<file path="src/pmn_pkg.sv">
// Shared types and constants of the plane mean normalizer.
`default_nettype none

package pmn_pkg;

  localparam int unsigned REG_W     = 13;
  localparam int unsigned CFG_IDX_W = 2;
  localparam int unsigned PIX_W     = 8;
  localparam int unsigned SUM_W     = 32;
  localparam int unsigned POS_W     = 24;
  localparam int unsigned PROD_W    = 16;
  localparam int unsigned DEN_W     = SUM_W + 2;
  localparam int unsigned QUOT_W    = PIX_W + 1;

  localparam logic [REG_W-1:0] WIDTH_RESET  = REG_W'(640);
  localparam logic [REG_W-1:0] HEIGHT_RESET = REG_W'(480);

  // 0.15 * 255 * 4 = 153, the 4 goes into the divisor
  localparam logic [PIX_W-1:0] SCALE_MUL = PIX_W'(153);

  localparam logic [CFG_IDX_W-1:0] REG_IMAGE_WIDTH  = CFG_IDX_W'(0);
  localparam logic [CFG_IDX_W-1:0] REG_IMAGE_HEIGHT = CFG_IDX_W'(1);

  localparam logic OP_MEASURE = 1'b0;
  localparam logic OP_SCALE   = 1'b1;

  typedef struct packed {
    logic             operation;
    logic [PIX_W-1:0] pixel;
  } pmn_in_t;

  typedef struct packed {
    logic [PIX_W-1:0] scaled_pixel;
    logic             plane_end;
    logic             zero_mean;
  } pmn_out_t;

  typedef struct packed {
    logic load;
    logic meas;
    logic capture;
    logic div_start;
    logic commit;
  } pmn_cmd_t;

  typedef struct packed {
    logic div_last;
  } pmn_sts_t;

endpackage

`default_nettype wire

</file>
<file path="src/pmn_div.sv">
// Restoring divider, one quotient bit per cycle, top bit flags saturation.
`default_nettype none

module pmn_div import pmn_pkg::*; #(
  parameter int unsigned NUM_W = 42
) (
  input  logic              clk_i,
  input  logic              rst_ni,
  input  logic              start_i,
  input  logic [NUM_W-1:0]  num_i,
  input  logic [DEN_W-1:0]  den_i,
  output logic              last_o,
  output logic [QUOT_W-1:0] quot_o
);

  localparam int unsigned SH_W  = DEN_W + QUOT_W - 1;
  localparam int unsigned W     = (NUM_W > SH_W) ? NUM_W : SH_W;
  localparam int unsigned CNT_W = $clog2(QUOT_W);
  localparam logic [CNT_W-1:0] CNT_LAST = CNT_W'(QUOT_W - 1);

  logic              busy_q, busy_d;
  logic [CNT_W-1:0]  cnt_q, cnt_d;
  logic [W-1:0]      rem_q, rem_d;
  logic [W-1:0]      dvs_q, dvs_d;
  logic [QUOT_W-1:0] quot_q, quot_d;
  logic              ge;

  assign ge = (rem_q >= dvs_q);

  always_comb begin
    busy_d = busy_q;
    cnt_d  = cnt_q;
    rem_d  = rem_q;
    dvs_d  = dvs_q;
    quot_d = quot_q;
    if (start_i) begin
      busy_d = 1'b1;
      cnt_d  = '0;
      rem_d  = W'(num_i);
      dvs_d  = W'(den_i) << (QUOT_W - 1);
      quot_d = '0;
    end else if (busy_q) begin
      rem_d  = ge ? (rem_q - dvs_q) : rem_q;
      dvs_d  = dvs_q >> 1;
      quot_d = {quot_q[QUOT_W-2:0], ge};
      cnt_d  = cnt_q + CNT_W'(1);
      if (cnt_q == CNT_LAST) begin
        busy_d = 1'b0;
      end
    end
  end

  always_ff @(posedge clk_i or negedge rst_ni) begin
    if (!rst_ni) begin
      busy_q <= 1'b0;
      cnt_q  <= '0;
    end else begin
      busy_q <= busy_d;
      cnt_q  <= cnt_d;
    end
  end

  always_ff @(posedge clk_i) begin
    rem_q  <= rem_d;
    dvs_q  <= dvs_d;
    quot_q <= quot_d;
  end

  assign last_o = busy_q && (cnt_q == CNT_LAST);
  assign quot_o = quot_q;

  a_start_idle: assert property (@(posedge clk_i) disable iff (!rst_ni)
    start_i |-> !busy_q)
    else $error("divider started while busy");

  a_full_run: assert property (@(posedge clk_i) disable iff (!rst_ni)
    $fell(busy_q) |-> $past(cnt_q) == CNT_LAST)
    else $error("divider stopped before the last quotient bit");

endmodule

`default_nettype wire

</file>
<file path="src/pmn_ctrl.sv">
// Sequencer of the plane mean normalizer: request intake, steps, output slot.
`default_nettype none

module pmn_ctrl import pmn_pkg::*; (
  input  logic     clk_i,
  input  logic     rst_ni,
  input  logic     in_valid_i,
  input  logic     in_op_i,
  output logic     in_ready_o,
  output logic     out_valid_o,
  input  logic     out_ready_i,
  input  pmn_sts_t sts_i,
  output pmn_cmd_t cmd_o
);

  localparam logic [2:0] S_IDLE = 3'd0;
  localparam logic [2:0] S_MEAS = 3'd1;
  localparam logic [2:0] S_MUL1 = 3'd2;
  localparam logic [2:0] S_MUL2 = 3'd3;
  localparam logic [2:0] S_DIV  = 3'd4;
  localparam logic [2:0] S_OUT  = 3'd5;

  logic [2:0] state_q, state_d;
  logic       out_valid_q, out_valid_d;
  logic       out_load;

  always_comb begin
    state_d    = state_q;
    cmd_o      = '0;
    in_ready_o = 1'b0;
    out_load   = 1'b0;
    case (state_q)
      S_IDLE: begin
        in_ready_o = 1'b1;
        if (in_valid_i) begin
          cmd_o.load = 1'b1;
          state_d    = (in_op_i == OP_SCALE) ? S_MUL1 : S_MEAS;
        end
      end
      S_MEAS: begin
        cmd_o.meas = 1'b1;
        state_d    = S_IDLE;
      end
      S_MUL1: begin
        cmd_o.capture = 1'b1;
        state_d       = S_MUL2;
      end
      S_MUL2: begin
        cmd_o.div_start = 1'b1;
        state_d         = S_DIV;
      end
      S_DIV: begin
        if (sts_i.div_last) begin
          state_d = S_OUT;
        end
      end
      S_OUT: begin
        // hold until the output slot is free or being drained
        if (!out_valid_q || out_ready_i) begin
          cmd_o.commit = 1'b1;
          out_load     = 1'b1;
          state_d      = S_IDLE;
        end
      end
      default: begin
        state_d = S_IDLE;
      end
    endcase
  end

  always_comb begin
    if (out_load) begin
      out_valid_d = 1'b1;
    end else if (out_ready_i) begin
      out_valid_d = 1'b0;
    end else begin
      out_valid_d = out_valid_q;
    end
  end

  always_ff @(posedge clk_i or negedge rst_ni) begin
    if (!rst_ni) begin
      state_q     <= S_IDLE;
      out_valid_q <= 1'b0;
    end else begin
      state_q     <= state_d;
      out_valid_q <= out_valid_d;
    end
  end

  assign out_valid_o = out_valid_q;

  a_load_shows: assert property (@(posedge clk_i) disable iff (!rst_ni)
    out_load |=> out_valid_q)
    else $error("loaded result not presented");

  a_rise_from_out: assert property (@(posedge clk_i) disable iff (!rst_ni)
    $rose(out_valid_q) |-> $past(state_q) == S_OUT)
    else $error("result appeared outside the output step");

endmodule

`default_nettype wire

</file>
<file path="src/pmn_dp.sv">
// Datapath: registers, plane size, running sum, position, scaling and divider.
`default_nettype none

module pmn_dp import pmn_pkg::*; #(
  parameter int unsigned MAX_SIDE = 4096
) (
  input  logic                 clk_i,
  input  logic                 rst_ni,
  input  logic                 cfg_we_i,
  input  logic [CFG_IDX_W-1:0] cfg_index_i,
  input  logic [REG_W-1:0]     cfg_data_i,
  input  pmn_in_t              in_data_i,
  input  pmn_cmd_t             cmd_i,
  output pmn_sts_t             sts_o,
  output pmn_out_t             out_data_o
);

  localparam int unsigned SIDE_BITS = $clog2(MAX_SIDE + 1);
  localparam int unsigned SIDE_W    = (SIDE_BITS < REG_W) ? SIDE_BITS : REG_W;
  localparam int unsigned N_W       = 2 * SIDE_W;
  localparam int unsigned CMP_W     = (N_W > POS_W + 1) ? N_W : POS_W + 1;
  localparam int unsigned NUM_W     = PROD_W + N_W;

  logic [REG_W-1:0]  width_q, height_q;
  logic [SIDE_W-1:0] w_side, h_side;
  logic [N_W-1:0]    n_q;
  logic [PIX_W-1:0]  px_q;
  logic [SUM_W-1:0]  sum_q, sum_d;
  logic [POS_W-1:0]  pos_q, pos_d;
  logic [PROD_W-1:0] prod_q;
  logic [DEN_W-1:0]  den_q;
  logic              zero_q;
  pmn_out_t          out_q, out_d;

  logic [POS_W:0]    pos_inc;
  logic              last;
  logic [POS_W-1:0]  pos_next;
  logic [SUM_W:0]    sum_add;
  logic [SUM_W-1:0]  sum_sat;
  logic [NUM_W-1:0]  num;
  logic              div_last;
  logic [QUOT_W-1:0] quot;

  always_ff @(posedge clk_i or negedge rst_ni) begin
    if (!rst_ni) begin
      width_q  <= WIDTH_RESET;
      height_q <= HEIGHT_RESET;
    end else if (cfg_we_i) begin
      if (cfg_index_i == REG_IMAGE_WIDTH) begin
        width_q <= cfg_data_i;
      end else if (cfg_index_i == REG_IMAGE_HEIGHT) begin
        height_q <= cfg_data_i;
      end
    end
  end

  // zero reads as one, anything past the limit as the limit
  always_comb begin
    if (width_q == '0) begin
      w_side = SIDE_W'(1);
    end else if (32'(width_q) > MAX_SIDE) begin
      w_side = SIDE_W'(MAX_SIDE);
    end else begin
      w_side = SIDE_W'(width_q);
    end
    if (height_q == '0) begin
      h_side = SIDE_W'(1);
    end else if (32'(height_q) > MAX_SIDE) begin
      h_side = SIDE_W'(MAX_SIDE);
    end else begin
      h_side = SIDE_W'(height_q);
    end
  end

  always_ff @(posedge clk_i) begin
    n_q <= N_W'(w_side) * N_W'(h_side);
  end

  assign pos_inc  = {1'b0, pos_q} + (POS_W + 1)'(1);
  assign last     = CMP_W'(pos_inc) >= CMP_W'(n_q);
  assign pos_next = last ? '0 : pos_inc[POS_W-1:0];
  assign sum_add  = {1'b0, sum_q} + (SUM_W + 1)'(px_q);
  assign sum_sat  = sum_add[SUM_W] ? '1 : sum_add[SUM_W-1:0];

  always_comb begin
    sum_d = sum_q;
    pos_d = pos_q;
    if (cmd_i.meas) begin
      sum_d = sum_sat;
      pos_d = pos_next;
    end else if (cmd_i.commit) begin
      pos_d = pos_next;
      if (last) begin
        sum_d = '0;
      end
    end
  end

  always_ff @(posedge clk_i or negedge rst_ni) begin
    if (!rst_ni) begin
      sum_q <= '0;
      pos_q <= '0;
    end else begin
      sum_q <= sum_d;
      pos_q <= pos_d;
    end
  end

  always_ff @(posedge clk_i) begin
    if (cmd_i.load) begin
      px_q <= in_data_i.pixel;
    end
    if (cmd_i.capture) begin
      prod_q <= PROD_W'(px_q) * PROD_W'(SCALE_MUL);
      den_q  <= {sum_q, 2'b00};
      zero_q <= (sum_q == '0);
    end
    if (cmd_i.commit) begin
      out_q <= out_d;
    end
  end

  assign num = NUM_W'(prod_q) * NUM_W'(n_q);

  pmn_div #(
    .NUM_W (NUM_W)
  ) u_div (
    .clk_i   (clk_i),
    .rst_ni  (rst_ni),
    .start_i (cmd_i.div_start),
    .num_i   (num),
    .den_i   (den_q),
    .last_o  (div_last),
    .quot_o  (quot)
  );

  always_comb begin
    out_d.plane_end = last;
    out_d.zero_mean = zero_q;
    if (zero_q) begin
      out_d.scaled_pixel = '0;
    end else if (quot[QUOT_W-1]) begin
      out_d.scaled_pixel = '1;
    end else begin
      out_d.scaled_pixel = quot[PIX_W-1:0];
    end
  end

  assign sts_o.div_last = div_last;
  assign out_data_o     = out_q;

  a_sum_cleared: assert property (@(posedge clk_i) disable iff (!rst_ni)
    (cmd_i.commit && last) |=> (sum_q == '0) && (pos_q == '0))
    else $error("plane end did not clear sum and position");

endmodule

`default_nettype wire

</file>
<file path="src/plane_mean_normalizer.sv">
// Plane mean normalizer: top level joining sequencer and datapath.
//
// Streams one 8-bit plane twice. Measure requests (operation 0) add their
// pixel to a saturating 32-bit sum and give no result. Scale requests
// (operation 1) give min(255, floor(pixel*153*N/(4*sum))), N = width *
// height, with plane_end on the last pixel and zero_mean (and a zero
// pixel) when the sum is zero; they pass through intake, two multiply
// steps, the one-bit-per-cycle restoring divider and the load of the
// output register, which waits until the output slot is free or drained.
// The output register lets a new request enter while a result waits.
// Width and height read 0 as 1 and clamp above MAX_SIDE; a register write
// applies to requests accepted on the following cycle or later.
`default_nettype none

module plane_mean_normalizer import pmn_pkg::*; #(
  parameter int unsigned MAX_SIDE = 4096
) (
  input  logic                 clk_i,
  input  logic                 rst_ni,
  input  logic                 cfg_valid_i,
  output logic                 cfg_ready_o,
  input  logic [CFG_IDX_W-1:0] cfg_index_i,
  input  logic [REG_W-1:0]     cfg_data_i,
  input  logic                 in_valid_i,
  output logic                 in_ready_o,
  input  pmn_in_t              in_data_i,
  output logic                 out_valid_o,
  input  logic                 out_ready_i,
  output pmn_out_t             out_data_o
);

  pmn_cmd_t cmd;
  pmn_sts_t sts;

  assign cfg_ready_o = 1'b1;

  pmn_ctrl u_ctrl (
    .clk_i       (clk_i),
    .rst_ni      (rst_ni),
    .in_valid_i  (in_valid_i),
    .in_op_i     (in_data_i.operation),
    .in_ready_o  (in_ready_o),
    .out_valid_o (out_valid_o),
    .out_ready_i (out_ready_i),
    .sts_i       (sts),
    .cmd_o       (cmd)
  );

  pmn_dp #(
    .MAX_SIDE (MAX_SIDE)
  ) u_dp (
    .clk_i       (clk_i),
    .rst_ni      (rst_ni),
    .cfg_we_i    (cfg_valid_i),
    .cfg_index_i (cfg_index_i),
    .cfg_data_i  (cfg_data_i),
    .in_data_i   (in_data_i),
    .cmd_i       (cmd),
    .sts_o       (sts),
    .out_data_o  (out_data_o)
  );

endmodule

`default_nettype wire
</file>
<file path="config.mk">
export PLATFORM = sky130hd
export DESIGN_NAME = plane_mean_normalizer
export DESIGN_NICKNAME = d
export VERILOG_FILES = /design/src/pmn_pkg.sv /design/src/pmn_div.sv /design/src/pmn_ctrl.sv /design/src/pmn_dp.sv /design/src/plane_mean_normalizer.sv
export SDC_FILE = /design/constraint.sdc
export NUM_CORES = 2
export LEC_CHECK = 0
export ABC_AREA = 1
export ABC_CLOCK_PERIOD_IN_PS = 7600
export BUFFER_PORTS_ARGS = -buffer_cell sky130_fd_sc_hd__buf_2
export CAP_MARGIN = 20
export CORE_UTILIZATION = 23
export CTS_BUF_LIST = sky130_fd_sc_hd__clkbuf_4 sky130_fd_sc_hd__clkbuf_8
export DETAILED_ROUTE_END_ITERATION = 8
export PLACE_DENSITY = 0.34
export SYNTH_ARGS = -nofsm -noshare
export SYNTH_HDL_FRONTEND = slang
export SYNTH_HIERARCHICAL = 1
export SYNTH_SLANG_ARGS = --single-unit
</file>
<file path="constraint.sdc">
create_clock -name clk_i -period 7.6 [get_ports clk_i]
set_input_delay 1.52 -clock clk_i [delete_from_list [all_inputs] [get_ports clk_i]]
set_output_delay 1.52 -clock clk_i [all_outputs]
set_load 0.01 [all_outputs]
</file>
==> results_dict.tcl <==
set metrics [dict create \
    synth_ff_type "edfxtp_1" \
    reg2reg_slack_ns 1.10 \
    place_congestion 0.817 \
    fin_nets 5777 \
    rows 147 \
    setup_viol 0 \
    worstReg2RegEnd "u_dp/u_div/rem_q[39]" \
    clock_latency_ns 0.72 \
    synth-seq-cells 277 \
    min_period_over_period 0.855 \
    place_area_um2 39900 \
    overflow 0 \
    ys_warn_count 6 \
    drive_gt1_frac 0.0614 \
    core_um2 160000 \
    worstPathCellList "buf_4, nand2_1, fa_1, inv_1, fa_1, fa_1, fa_1, fa_1, inv_1, fa_1, inv_1, ha_1, nand2_1, nor2_1, nand2_1, nor2_1, nand3_1, nand3_1, nand2_1, nand3_1, nand2_1, nand2_1, nand2_1" \
    finalCriticalPeriod_ns 6.50 \
    slew_headroom 0.355 \
    crit_fanout 11 \
    multiInputGateArea_um2 24700 \
    hold_path_class "flip-flop to flip-flop" \
    grt_pass1_wl_um 188000 \
    criticalPathCategory "flip-flop to flip-flop" \
    hold_viol 0 \
    avgViaCountPerCell 4.15 \
    min_to "u_dp/u_div/cnt_q[3]" \
    dieWidth_um 404 \
    cts_hold_buf 0 \
    wl_per_cell_um 16.5 \
    cts_buffer_depth 3 \
    post-route-drc-count 4 \
    grt_start_max_net_pins 70 \
    hold_slack_ns 0.465 \
    stdcell_area_um2 41100 \
    synth_enable_flop_cells 143 \
    post_cts_resized 0 \
    ff2ff_path_depth 23 \
    antenna_left 0 \
    ys_seq_area_frac 0.200 \
    start_util 0.231 \
    grt_setup_unrepaired "no" \
    critical_path_arrival_ns 6.95 \
    synthCells 4966 \
    clock-sinks 277 \
    hpwl_um 98900 \
    dp_slack_ns 1.13 \
    root_buffer "clkbuf_8" \
    cts_tree "done" \
    die_area_um2 163000 \
    clock.fmax_mhz 154 \
    numCtsBuffers 56 \
    dr.first_iter.drc_count 1437 \
    worstPathRequired_ns 8.05 \
    fin_setup_tns_ns 0 \
    die_y_um 404 \
    critPathTopFamily "adder cells" \
    grt_pass1_vias 31600 \
    cap_violations 0 \
    min_delay_path_depth 1 \
    crit_top_cell "nand2_1" \
    worst_setup_path_end_kind "flip-flop" \
    cp_slowest_cell "dfxtp_1" \
    drt_wl_total_um 118000 \
    port_buffers 40 \
    regArea_um2 7440 \
    cts.htree.levels 2 \
    grt_usage 0.148 \
    hp-start "u_dp/u_div/cnt_q[3]" \
    worst-path-buf-inv 4 \
    antenna_found_initial 4 \
    firstDrtPassIters 8 \
    top_level_ports 42 \
    status "complete, but fails checks" \
    fin_skew_ns 0.0337 \
    slowest_delay_ns 0.81 \
    area_growth_pct 10.8 \
    postCtsSetupRepairBufs 0 \
    critPathLaunchType "flip-flop" \
    path_clk_slew_ns 0.06 \
    syn_area_um2 37100 \
    r2r-start "u_dp/n_q[21]" \
    worst_slew_pin_slew_ns 0.966 \
    avgSynthCellArea_um2 7.48 \
    report.final.slew_viol_count 0 \
    synthArstFlopShare 0.329 \
    vias 29800 \
    nFillCells 18100 \
    synth_cell_types 55 \
    violations "design-rule violations" \
    setup_ws_ns 1.10 \
]
[cells by family (layout without fill, tap and decap cells)]
kind of cell	after synthesis	count (layout)	synth area share
other	2	5	0.000202
buffers and inverters	1323	1385	0.136
AND/OR/NAND/NOR	2197	2197	0.246
AO/OA/AOI/OAI	312	312	0.0446
flip-flops	277	277	0.200
XOR/XNOR	89	89	0.0210
adder cells (fa/ha/maj)	766	766	0.352
[metal layers]
metal | global-route usage | share of wire
met1 | 0.212 | 0.50
met2 | 0.245 | 0.46
met3 | 0.0137 | 0.028
met4 | 0.0237 | 0.013
met5 | 0 | 0
[cell usage after synthesis (13+ instances only)]
cell | instances | area [um^2]
nand3_1 | 207 | 1040
buf_2 | 19 | 95.1
dfxtp_1 | 43 | 861
inv_1 | 1155 | 4340
o22ai_1 | 16 | 100
nand4_1 | 32 | 200
xor2_1 | 66 | 578
nor2_2 | 14 | 87.6
a21oi_1 | 122 | 611
nand3_2 | 22 | 220
nor4_1 | 15 | 93.8
nand3b_1 | 14 | 105
nor2_1 | 305 | 1140
ha_1 | 301 | 3770
nor3_1 | 25 | 125
edfxtp_1 | 143 | 4290
clkbuf_1 | 122 | 458
nand2_2 | 13 | 81.3
nand2_1 | 1507 | 5660
xnor2_1 | 23 | 201
o21ai_0 | 137 | 686
fa_1 | 465 | 9310
dfrtp_1 | 85 | 2130
[through the flow]
stage | instances | util
6_report | 7191 | 0.257
5_1_grt | 7190 | 0.257
4_1_cts | 7189 | 0.257
3_5_place_dp | 7084 | 0.249
3_3_place_gp | 7084 | 0.249
2_1_floorplan | 4967 | -
[layout by cell type (no fill, tap or decap), types with 12 or more instances in the layout]
cell type	count
nand3_2	22
buf_2	39
dfrtp_1	85
clkbuf_4	21
nand2_1	1506
xor2_1	66
ha_1	301
nor2_2	15
nand4_1	32
dfxtp_1	43
inv_1	1154
nand2_2	14
nor2_1	302
a21oi_1	121
o21ai_0	137
fa_1	465
nor4_1	15
buf_4	73
edfxtp_1	143
o22ai_1	16
clkinv_1	12
clkbuf_8	60
xnor2_1	23
nand3b_1	14
nand3_1	207
nor3_1	24
[area by class of cell]
class / instances / share of cell area
clock buffer: 81 / 0.0239
antenna: 2 / 0.000122
sequential: 277 / 0.181
multi-input combinational: 3367 / 0.600
tap: 2160 / 0.0657
timing repair buffer: 112 / 0.0181
inverter: 1168 / 0.107
clock inverter: 24 / 0.00526
[flip-flops by register name (all words and copies together) (netlist names), 9 cells and up]
signal             flops
u_dp/u_div/dvs_q      42
u_dp/u_div/rem_q      42
u_dp/den_q            32
u_dp/sum_q            32
u_dp/n_q              26
u_dp/pos_q            24
u_dp/prod_q           16
u_dp/height_q         13
u_dp/width_q          13
u_dp/out_data_o       10
u_dp/u_div/quot_o      9
[worst reg2reg max path, stage by stage (launching register included)]
cell and delay (ns):
dfxtp_1 0.81, buf_4 0.29, nand2_1 0.09, fa_1 0.57
inv_1 0.06, fa_1 0.56, fa_1 0.45, fa_1 0.54
fa_1 0.49, inv_1 0.05, fa_1 0.47, inv_1 0.04
ha_1 0.34, nand2_1 0.12, nor2_1 0.23, nand2_1 0.21
nor2_1 0.15, nand3_1 0.16, nand3_1 0.19, nand2_1 0.13
nand3_1 0.09, nand2_1 0.07, nand2_1 0.08, nand2_1 0.07
[worst max-delay path by stage]
stage / startpoint / end / slack, ns / cells after the start
after floorplan: u_dp/prod_q[1] / u_dp/u_div/rem_q[31] / 1.91 / 26
after detailed placement: u_dp/n_q[21] / u_dp/u_div/rem_q[39] / 1.13 / 23
after global placement: u_dp/n_q[21] / u_dp/u_div/rem_q[33] / 1.09 / 24
after CTS: u_dp/prod_q[7] / u_dp/u_div/rem_q[39] / 1.10 / 21
final: u_dp/n_q[21] / u_dp/u_div/rem_q[39] / 1.10 / 23
after global routing: u_dp/prod_q[7] / u_dp/u_div/rem_q[39] / 0.71 / 21
Power is not shown: default switching activity piles up to over one toggle a cycle in this logic, so the estimate is an artifact.
